## config.mk

```make
export PLATFORM = sky130hd
export DESIGN_NAME = two_zone_crossing_counter
export DESIGN_NICKNAME = d
export VERILOG_FILES = /design/src/design/ztc_pkg.sv /design/src/design/ztc_cell.sv /design/src/design/two_zone_crossing_counter.sv
export VERILOG_INCLUDE_DIRS = /design/src /design/src/design
export SDC_FILE = /design/constraint.sdc
export NUM_CORES = 2
export LEC_CHECK = 0
export ABC_CLOCK_PERIOD_IN_PS = 6100
export BUFFER_PORTS_ARGS = -buffer_cell sky130_fd_sc_hd__buf_4
export CORE_MARGIN = 4
export CORE_UTILIZATION = 55
export DETAILED_ROUTE_END_ITERATION = 10
export PLACE_DENSITY = 0.71
export SLEW_MARGIN = 20
export SYNTH_ARGS = -nofsm -noshare
export SYNTH_HDL_FRONTEND = slang
export SYNTH_SLANG_ARGS = --single-unit
```

## constraint.sdc

```tcl
create_clock -name aclk -period 6.1 [get_ports aclk]
set_input_delay 0.305 -clock aclk [delete_from_list [all_inputs] [get_ports aclk]]
set_output_delay 0.305 -clock aclk [all_outputs]
set_load 0.02 [all_outputs]
```

## src/design/assert_macros.svh

```systemverilog
// Assertion helpers used by two_zone_crossing_counter.
`ifndef ASSERT_MACROS_SVH
`define ASSERT_MACROS_SVH

// Check that a property holds at every rising edge outside reset.
`define ZTC_ASSERT(lbl, clk, rst_n, prop, msg) \
    lbl: assert property (@(posedge clk) disable iff (!rst_n) (prop)) else $error(msg);

// Check that a condition never holds outside reset.
`define ZTC_NEVER(lbl, clk, rst_n, cond, msg) \
    lbl: assert property (@(posedge clk) disable iff (!rst_n) !(cond)) else $error(msg);

`endif

```

## src/design/ztc_pkg.sv

```systemverilog
// ----------------------------------------------------------------------------
// ztc_pkg
// Types and constants for the two-zone crossing counter.
// ----------------------------------------------------------------------------
package ztc_pkg;

    localparam int TABLE_DEPTH_DEF = 32;
    localparam int MAX_COAST_DEF   = 1;
    localparam int MIN_HITS_DEF    = 3;
    localparam int AGE_LIMIT_DEF   = 30;

    localparam int IDX_W   = (TABLE_DEPTH_DEF > 1) ? $clog2(TABLE_DEPTH_DEF) : 1;
    localparam int ID_W    = 16;
    localparam int AGE_W   = 8;
    localparam int CNT_W   = 32;
    localparam int COORD_W = 12;
    localparam int NUM_REGS = 8;

    typedef enum logic [1:0] {
        OP_NOP,
        OP_INS,
        OP_CLR,
        OP_INC
    } entry_op_t;

    typedef enum logic [2:0] {
        REG_A_X,
        REG_A_Y,
        REG_A_W,
        REG_A_H,
        REG_B_X,
        REG_B_Y,
        REG_B_W,
        REG_B_H
    } reg_idx_t;

    typedef struct packed {
        logic              vld;
        logic [ID_W-1:0]   id;
        logic              fa;
        logic [IDX_W-1:0]  ia;
        logic [AGE_W-1:0]  a_age;
        logic              fb;
        logic [IDX_W-1:0]  ib;
        logic [AGE_W-1:0]  b_age;
        logic              hfa;
        logic [IDX_W-1:0]  fra;
        logic              hfb;
        logic [IDX_W-1:0]  frb;
    } scan_rec_t;

    typedef struct packed {
        entry_op_t         a_op;
        logic [IDX_W-1:0]  a_idx;
        entry_op_t         b_op;
        logic [IDX_W-1:0]  b_idx;
        logic [ID_W-1:0]   id;
    } entry_cmd_t;

endpackage

```

## src/design/ztc_cell.sv

```systemverilog
// ----------------------------------------------------------------------------
// ztc_cell
// One entry of both zone tables; passes the lookup request to its neighbor.
// ----------------------------------------------------------------------------
module ztc_cell #(
    parameter int IDX = 0
) (
    input  logic                aclk,
    input  logic                aresetn,
    input  ztc_pkg::scan_rec_t  rec_in,
    output ztc_pkg::scan_rec_t  rec_out,
    input  ztc_pkg::entry_cmd_t cmd
);

    localparam logic [ztc_pkg::IDX_W-1:0] MY_IDX = ztc_pkg::IDX_W'(IDX);

    logic                        a_valid_reg;
    logic [ztc_pkg::ID_W-1:0]    a_ident_reg;
    logic [ztc_pkg::AGE_W-1:0]   a_age_reg;
    logic                        b_valid_reg;
    logic [ztc_pkg::ID_W-1:0]    b_ident_reg;
    logic [ztc_pkg::AGE_W-1:0]   b_age_reg;
    ztc_pkg::scan_rec_t          rec_reg;
    ztc_pkg::scan_rec_t          rec_next;

    always_comb begin
        rec_next = rec_in;
        if (a_valid_reg && a_ident_reg == rec_in.id && !rec_in.fa) begin
            rec_next.fa    = 1'b1;
            rec_next.ia    = MY_IDX;
            rec_next.a_age = a_age_reg;
        end
        if (!a_valid_reg && !rec_in.hfa) begin
            rec_next.hfa = 1'b1;
            rec_next.fra = MY_IDX;
        end
        if (b_valid_reg && b_ident_reg == rec_in.id && !rec_in.fb) begin
            rec_next.fb    = 1'b1;
            rec_next.ib    = MY_IDX;
            rec_next.b_age = b_age_reg;
        end
        if (!b_valid_reg && !rec_in.hfb) begin
            rec_next.hfb = 1'b1;
            rec_next.frb = MY_IDX;
        end
    end

    always_ff @(posedge aclk) begin
        if (cmd.a_idx == MY_IDX) begin
            case (cmd.a_op)
                ztc_pkg::OP_INS: begin
                    a_ident_reg <= cmd.id;
                    a_age_reg   <= '0;
                end
                ztc_pkg::OP_INC: a_age_reg <= a_age_reg + 1'b1;
                default: ;
            endcase
        end
        if (cmd.b_idx == MY_IDX) begin
            case (cmd.b_op)
                ztc_pkg::OP_INS: begin
                    b_ident_reg <= cmd.id;
                    b_age_reg   <= '0;
                end
                ztc_pkg::OP_INC: b_age_reg <= b_age_reg + 1'b1;
                default: ;
            endcase
        end
        if (!aresetn) begin
            rec_reg.vld <= 1'b0;
            a_valid_reg <= 1'b0;
            b_valid_reg <= 1'b0;
        end else begin
            rec_reg <= rec_next;
            if (cmd.a_idx == MY_IDX && cmd.a_op == ztc_pkg::OP_INS) begin
                a_valid_reg <= 1'b1;
            end else if (cmd.a_idx == MY_IDX && cmd.a_op == ztc_pkg::OP_CLR) begin
                a_valid_reg <= 1'b0;
            end
            if (cmd.b_idx == MY_IDX && cmd.b_op == ztc_pkg::OP_INS) begin
                b_valid_reg <= 1'b1;
            end else if (cmd.b_idx == MY_IDX && cmd.b_op == ztc_pkg::OP_CLR) begin
                b_valid_reg <= 1'b0;
            end
        end
    end

    assign rec_out = rec_reg;

endmodule

```

## src/design/two_zone_crossing_counter.sv

```systemverilog
// ----------------------------------------------------------------------------
// two_zone_crossing_counter
// Counts tracked objects that move from zone A into zone B.
// ----------------------------------------------------------------------------
// Input channel s_*: one tracked object per request (id, quality, box).
// Output channel m_*: one result per request (running count and flags).
// APB port: eight 12-bit zone registers at byte addresses 0x00..0x1C.
// Each request walks a chain of TABLE_DEPTH cells, one cell per cycle, which
// hold one A entry and one B entry each; the walk finds the object's entries
// and the lowest free ones. When the walk ends, the table command is latched
// in cmd_reg; in ST_WRITE it is applied to the cells, and the result register
// loads there unless the receiver stalls. A new request is not taken before
// the previous one has finished its walk and table update.
// s_tready is high only while no request is in work; a new request may be
// taken while the previous result still waits in the output register.
// A stalled receiver holds the result; the next request still finishes its
// walk and table update, then waits to load its result.
// Reset clears all table entries, the count and both channels.
// ----------------------------------------------------------------------------
`include "assert_macros.svh"

module two_zone_crossing_counter #(
    parameter int MAX_COAST   = ztc_pkg::MAX_COAST_DEF,
    parameter int MIN_HITS    = ztc_pkg::MIN_HITS_DEF,
    parameter int AGE_LIMIT   = ztc_pkg::AGE_LIMIT_DEF
) (
    input  logic         aclk,
    input  logic         aresetn,
    input  logic         s_tvalid,
    output logic         s_tready,
    // object_id[15:0] coast_frames[23:16] hit_run[31:24] frame_number[47:32]
    // box_left[60:48] box_top[73:61] box_width[85:74] box_height[97:86]
    input  logic [103:0] s_tdata,
    output logic         m_tvalid,
    input  logic         m_tready,
    // total_count[31:0] counted_now[32] table_full[33]
    output logic [39:0]  m_tdata,
    input  logic         psel,
    input  logic         penable,
    input  logic         pwrite,
    input  logic [4:0]   paddr,
    input  logic [31:0]  pwdata,
    output logic [31:0]  prdata,
    output logic         pready
);

    localparam int CW = ztc_pkg::COORD_W;
    localparam int TABLE_DEPTH = ztc_pkg::TABLE_DEPTH_DEF;

    typedef enum logic [1:0] {
        ST_IDLE,
        ST_SCAN,
        ST_WRITE
    } state_t;

    state_t                      state_reg;
    logic [CW-1:0]               zone_reg [ztc_pkg::NUM_REGS];
    logic [ztc_pkg::CNT_W-1:0]   count_reg;
    logic                        qual_reg;
    logic                        in_a_reg;
    logic                        in_b_reg;
    logic                        counted_reg;
    logic                        full_reg;
    logic                        m_tvalid_reg;
    logic [39:0]                 m_tdata_reg;
    ztc_pkg::entry_cmd_t         cmd_reg;
    ztc_pkg::entry_cmd_t         cmd_next;
    ztc_pkg::scan_rec_t          rec_head;
    ztc_pkg::scan_rec_t          rec_chain [TABLE_DEPTH+1];
    ztc_pkg::scan_rec_t          rec_last;

    logic [ztc_pkg::ID_W-1:0]    in_id;
    logic [7:0]                  in_coast;
    logic [7:0]                  in_hits;
    logic [15:0]                 in_frame;
    logic signed [14:0]          bx, by, bx2, by2;
    logic signed [14:0]          ax1, ay1, ax2, ay2, bzx1, bzy1, bzx2, bzy2;
    logic                        qual, in_a, in_b;
    logic                        accept, cfg_wr;
    logic                        done_a, done_b, counted_next, full_next;
    logic [ztc_pkg::AGE_W-1:0]   a_age_inc;

    assign accept = s_tvalid && s_tready;
    assign s_tready = (state_reg == ST_IDLE);
    assign cfg_wr = psel && penable && pwrite && pready;
    assign pready = 1'b1;
    assign prdata = {{(32-CW){1'b0}}, zone_reg[paddr[4:2]]};

    assign in_id    = s_tdata[15:0];
    assign in_coast = s_tdata[23:16];
    assign in_hits  = s_tdata[31:24];
    assign in_frame = s_tdata[47:32];
    assign bx  = 15'(signed'(s_tdata[60:48]));
    assign by  = 15'(signed'(s_tdata[73:61]));
    assign bx2 = bx + signed'({3'b000, s_tdata[85:74]});
    assign by2 = by + signed'({3'b000, s_tdata[97:86]});

    assign qual = (in_coast < 8'(MAX_COAST))
                && ((in_hits >= 8'(MIN_HITS)) || (in_frame < 16'(MIN_HITS)));

    always_comb begin
        ax1  = signed'({3'b000, zone_reg[ztc_pkg::REG_A_X]});
        ay1  = signed'({3'b000, zone_reg[ztc_pkg::REG_A_Y]});
        ax2  = ax1 + signed'({3'b000, zone_reg[ztc_pkg::REG_A_W]});
        ay2  = ay1 + signed'({3'b000, zone_reg[ztc_pkg::REG_A_H]});
        bzx1 = signed'({3'b000, zone_reg[ztc_pkg::REG_B_X]});
        bzy1 = signed'({3'b000, zone_reg[ztc_pkg::REG_B_Y]});
        bzx2 = bzx1 + signed'({3'b000, zone_reg[ztc_pkg::REG_B_W]});
        bzy2 = bzy1 + signed'({3'b000, zone_reg[ztc_pkg::REG_B_H]});
        in_a = ((ax2 < bx2 ? ax2 : bx2) > (ax1 > bx ? ax1 : bx))
            && ((ay2 < by2 ? ay2 : by2) > (ay1 > by ? ay1 : by));
        in_b = ((bzx2 < bx2 ? bzx2 : bx2) > (bzx1 > bx ? bzx1 : bx))
            && ((bzy2 < by2 ? bzy2 : by2) > (bzy1 > by ? bzy1 : by));
    end

    always_comb begin
        rec_head     = '0;
        rec_head.vld = accept;
        rec_head.id  = in_id;
    end

    assign rec_chain[0] = rec_head;

    for (genvar g = 0; g < TABLE_DEPTH; g++) begin : g_cell
        ztc_cell #(
            .IDX(g)
        ) u_cell (
            .aclk   (aclk),
            .aresetn(aresetn),
            .rec_in (rec_chain[g]),
            .rec_out(rec_chain[g+1]),
            .cmd    (cmd_reg)
        );
    end

    assign rec_last = rec_chain[TABLE_DEPTH];

    always_comb begin
        cmd_next       = '0;
        cmd_next.id    = rec_last.id;
        cmd_next.a_idx = rec_last.fa ? rec_last.ia : rec_last.fra;
        cmd_next.b_idx = rec_last.fb ? rec_last.ib : rec_last.frb;
        counted_next   = 1'b0;
        full_next      = 1'b0;
        a_age_inc      = rec_last.a_age + 1'b1;
        done_a         = !qual_reg || (in_a_reg && in_b_reg);
        done_b         = done_a;
        if (!done_a) begin
            if (!rec_last.fa) begin
                if (in_a_reg) begin
                    if (rec_last.hfa) begin
                        cmd_next.a_op = ztc_pkg::OP_INS;
                    end else begin
                        full_next = 1'b1;
                    end
                end
            end else if (rec_last.a_age >= ztc_pkg::AGE_W'(AGE_LIMIT)) begin
                cmd_next.a_op = ztc_pkg::OP_CLR;
                done_b = 1'b1;
            end else begin
                cmd_next.a_op = ztc_pkg::OP_INC;
            end
        end
        if (!done_b) begin
            if (!rec_last.fb) begin
                if (in_b_reg) begin
                    if (rec_last.hfb) begin
                        cmd_next.b_op = ztc_pkg::OP_INS;
                    end else begin
                        full_next = 1'b1;
                    end
                end
            end else if (rec_last.fa) begin
                if (rec_last.b_age <= a_age_inc) begin
                    cmd_next.a_op = ztc_pkg::OP_CLR;
                    cmd_next.b_op = ztc_pkg::OP_CLR;
                    counted_next  = 1'b1;
                end
            end else if (rec_last.b_age >= ztc_pkg::AGE_W'(AGE_LIMIT)) begin
                cmd_next.b_op = ztc_pkg::OP_CLR;
            end else begin
                cmd_next.b_op = ztc_pkg::OP_INC;
            end
        end
    end

    always_ff @(posedge aclk) begin
        if (accept) begin
            qual_reg <= qual;
            in_a_reg <= in_a;
            in_b_reg <= in_b;
        end
        if (!aresetn) begin
            state_reg    <= ST_IDLE;
            count_reg    <= '0;
            m_tvalid_reg <= 1'b0;
            cmd_reg      <= '0;
            for (int i = 0; i < ztc_pkg::NUM_REGS; i++) begin
                zone_reg[i] <= '0;
            end
        end else begin
            if (cfg_wr) begin
                zone_reg[paddr[4:2]] <= pwdata[CW-1:0];
            end
            cmd_reg <= (state_reg == ST_SCAN && rec_last.vld) ? cmd_next : '0;
            if (state_reg == ST_WRITE && (!m_tvalid_reg || m_tready)) begin
                m_tvalid_reg <= 1'b1;
            end else if (m_tvalid_reg && m_tready) begin
                m_tvalid_reg <= 1'b0;
            end
            unique case (state_reg)
                ST_IDLE: begin
                    if (accept) begin
                        state_reg <= ST_SCAN;
                    end
                end
                ST_SCAN: begin
                    if (rec_last.vld) begin
                        counted_reg <= counted_next;
                        full_reg    <= full_next;
                        count_reg   <= count_reg + ztc_pkg::CNT_W'(counted_next);
                        state_reg   <= ST_WRITE;
                    end
                end
                ST_WRITE: begin
                    if (!m_tvalid_reg || m_tready) begin
                        m_tdata_reg  <= {6'b000000, full_reg, counted_reg, count_reg};
                        state_reg    <= ST_IDLE;
                    end
                end
                default: state_reg <= ST_IDLE;
            endcase
        end
    end

    assign m_tvalid = m_tvalid_reg;
    assign m_tdata  = m_tdata_reg;

    `ZTC_NEVER(a_scan_only_busy, aclk, aresetn, rec_last.vld && state_reg != ST_SCAN,
        "lookup request left the chain outside a scan")
    `ZTC_NEVER(a_count_or_full, aclk, aresetn, m_tvalid && m_tdata[32] && m_tdata[33],
        "crossing and dropped insert in one result")
    `ZTC_ASSERT(a_count_step, aclk, aresetn,
        count_reg != $past(count_reg) |-> $past(state_reg == ST_SCAN),
        "count changed outside scan completion")

endmodule
```

==> summary.md <==
| Metric | Value |
|---|---|
| Gpl congestion | 0.894 |
| Post-layout net count | 10800 |
| Worst Path Buf+Inv | 3 |
| CTS tree | built |
| Die extent in y | 525 um |
| Slew HR | 22.5% |
| CTS root buffer | clkbuf_16 |
| Critical path class | flip-flop to flip-flop |
| Largest net degree at the start of global routing | 145 |
| Via count | 80900 |
| Most frequent CP cell | o21a_1 |
| Die Area | 275000 sq um |
| Ys Warns | 0 |
| Cell family with most CP delay | compound AO/OA/AOI/OAI gates |
| CP max stage cell | edfxtp_1 |
| Final WS setup | between 0.09 and 0.1 ns |
| Syn_area_per_cell | 15.2 sq um |
| Pwr Density | 313 nW/um^2 |
| Peak supply drop | between 0.2 and 0.3 mV |
| Finish-stage setup viols | 0 |
| CP peak stage delay | around 0.4 ns |
| Worst path required time | 6.74 ns |
| First-pass GRT wire length | 513 mm |
| Maximum clock rate | 167 MHz |
| Initial antenna violation count | 16 |
| Pins Over Slew Limit | 0 |
| Post-synth EDFFs | 3339 |
| Post-DR vias/cell | between 5 and 6 |
| Clock buffer depth | 4 |
| Fin cells | 14200 |
| Placed Instances | 13500 |
| Clk_lat worst skew | 0.96 ns |
| Clk sink count | 3500 |
| Pin slew with the least headroom to its limit | 1.16 ns |
| Core Region | 266000 sq um |
| P&R area growth vs syn | 13.4% |
| Tmin final | 6.00 ns |
| Die span in x | between 500 and 600 um |
| CP max FO | 2 |
| Syn Inst Count | between 9000 and 10000 |
| Tcrit/Tclk final | 98.4% |
| CTS H-Tree Depth | 5 |
| Final count of hold timing violations | 0 |
| Post-DRT Antenna Nets | 0 |
| Clk_skew | 0.0871 ns |
| Grt total ovfl | 0 |
| Seq/Total Area, Yosys | 70.5% |
| Router iterations before antenna repair | 5 |
| Post-DP HPWL | 230 mm |
| Worst EP arrival | 6.64 ns |
| FP Rows | 189 |
| Status | finished clean |
| Pre-CTS WS | -0.0920 ns |
| I/O pin count | 223 |
| Leakage | between 50 and 60 nW |
| Initial DRC count | between 8000 and 9000 |
| Vias in the first global route | 81100 |
| Crit end category | flip-flop |
| Total chip power | 52.1 mW |
| Unrepaired setup endpoints after global routing | yes |
| GRT Total Usage | around 24% |
| Num CTS Buffers | 350 |
| Layout cells sized above 1 | about 16% |
| FF+latch count, synth | 3500 |
| Synth unique cells | approximately 90 |
| DR DRC count | 0 |
| Wire per inst | 24.2 um |
| Clock transition at path regs | 0.06 ns |
| Initial cell density of the core | 55.3% |
| HP Class | input port to flip-flop |
| Asr flop ratio synth | 0% |
| Largest register FFs | 1700 |
| Cell area after synthesis | 147000 sq um |
| Maxcap violations | 0 |
| Final wirelength | 343 mm |
| CP Launch Type | flip-flop |
| Ys flop type | edfxtp_1 |
| Port bufs | 167 |
==> path summary, 6_finish.rpt <==
kind              cells past startpoint                           from                       endpoint  slack [ns]
setup reg to reg                     27                 zone_reg[2][0]                       in_a_reg         0.1
hold reg to reg                       1  g_cell[13].u_cell.rec_out[56]  g_cell[14].u_cell.rec_out[56]        0.42
setup / recovery                     27                 zone_reg[2][0]                       in_a_reg         0.1
hold / removal                        2                    s_tdata[10]   g_cell[0].u_cell.rec_out[50]        0.14
==> cell usage after synthesis (151+ instances only) <==
cell      number  area (sq um)
nor2_1       760          2850
xor2_1      1043          9140
ha_1         288          3600
mux2_2       413          4650
nand2_1      419          1570
clkbuf_1     196           736
nand3_1      323          1620
dfxtp_1      161          3220
and2_1       223          1400
o21a_1       166          1250
nand4_1      151           945
or2_2        161          1010
and3_1       254          1590
nand2b_1     294          1840
edfxtp_1    3339        100000
xnor2_1      451          3950
==> stage by stage <==
step                      hold WS (ns)  utilization (%)  setup TNS, ns  area (sq um)
after floorplan                  0.400                -              0        147000
after global placement           0.412             58.0         -0.150        154000
after detailed placement         0.410             58.0        -0.0920        154000
after CTS                       0.0726             62.5              0        166000
after global routing             0.115             62.7        -0.0596        167000
final                            0.136             62.7              0        167000
==> cells by family after synthesis <==
kind of cell | synth area share (%)
adder cells (fa/ha/maj) | 2.54
multiplexers | 3.89
AND/OR/NAND/NOR | 10.9
buffers and inverters | 0.910
XOR/XNOR | 8.92
AO/OA/AOI/OAI | 2.39
other | 0.00511
flip-flops | 70.5
==> placed cells by master (no fill, tap or decap), types with 254 or more instances in the layout <==
| master | Yosys | final |
|---|---|---|
| and3_1 | 254 | 254 |
| buf_4 | 27 | 449 |
| clkbuf_16 | 0 | 352 |
| edfxtp_1 | 3339 | 3339 |
| ha_1 | 288 | 273 |
| mux2_2 | 413 | 413 |
| nand2_1 | 419 | 417 |
| nand2b_1 | 294 | 294 |
| nand3_1 | 323 | 322 |
| nor2_1 | 760 | 750 |
| xnor2_1 | 451 | 446 |
| xor2_1 | 1043 | 1042 |
==> routing by layer <==
| layer | vias up | track usage, % | share of wire (%) |
|---|---|---|---|
| li1 | 36800 | - | - |
| met2 | 2815 | 40.5 | 48 |
| met3 | 561 | 4.03 | 7.4 |
| met1 | 40700 | 33.6 | 41 |
| met4 | 2 | 7.10 | 3.1 |
| met5 | - | 0 | 0.0038 |
==> repair_timing <==
item | in CTS | in global routing
endpoints found under the hold margin | 157 | 0
hold buffers | 35 | 0
pin swaps | 0 | 64
resized for setup | 2 | 91
endpoints found under the setup margin | 1 | 2
buffers inserted | 0 | 17
==> cell type report <==
type | count | area [sq um]
Sequential cell | 3500 | 104000
Antenna cell | 3 | 7.51
Fill cell | 19100 | 98900
Clock buffer | 451 | 9340
Clock inverter | 194 | 2190
Timing Repair Buffer | 505 | 4100
Multi-Input combinational cell | 5890 | 42700
Tap cell | 3533 | 4420
Inverter | 85 | 319
==> power breakdown <==
| part | internal, mW | leakage (nW) | switching (mW) |
|---|---|---|---|
| combinational | 1.48 | 20.1 | 1.73 |
| clock | 12.4 | 5.61 | 9.16 |
| sequential | 26.9 | 29.4 | 0.474 |
| total | 40.7 | 55.1 | 11.4 |
Note: power is estimated with default switching activity, not from simulation.
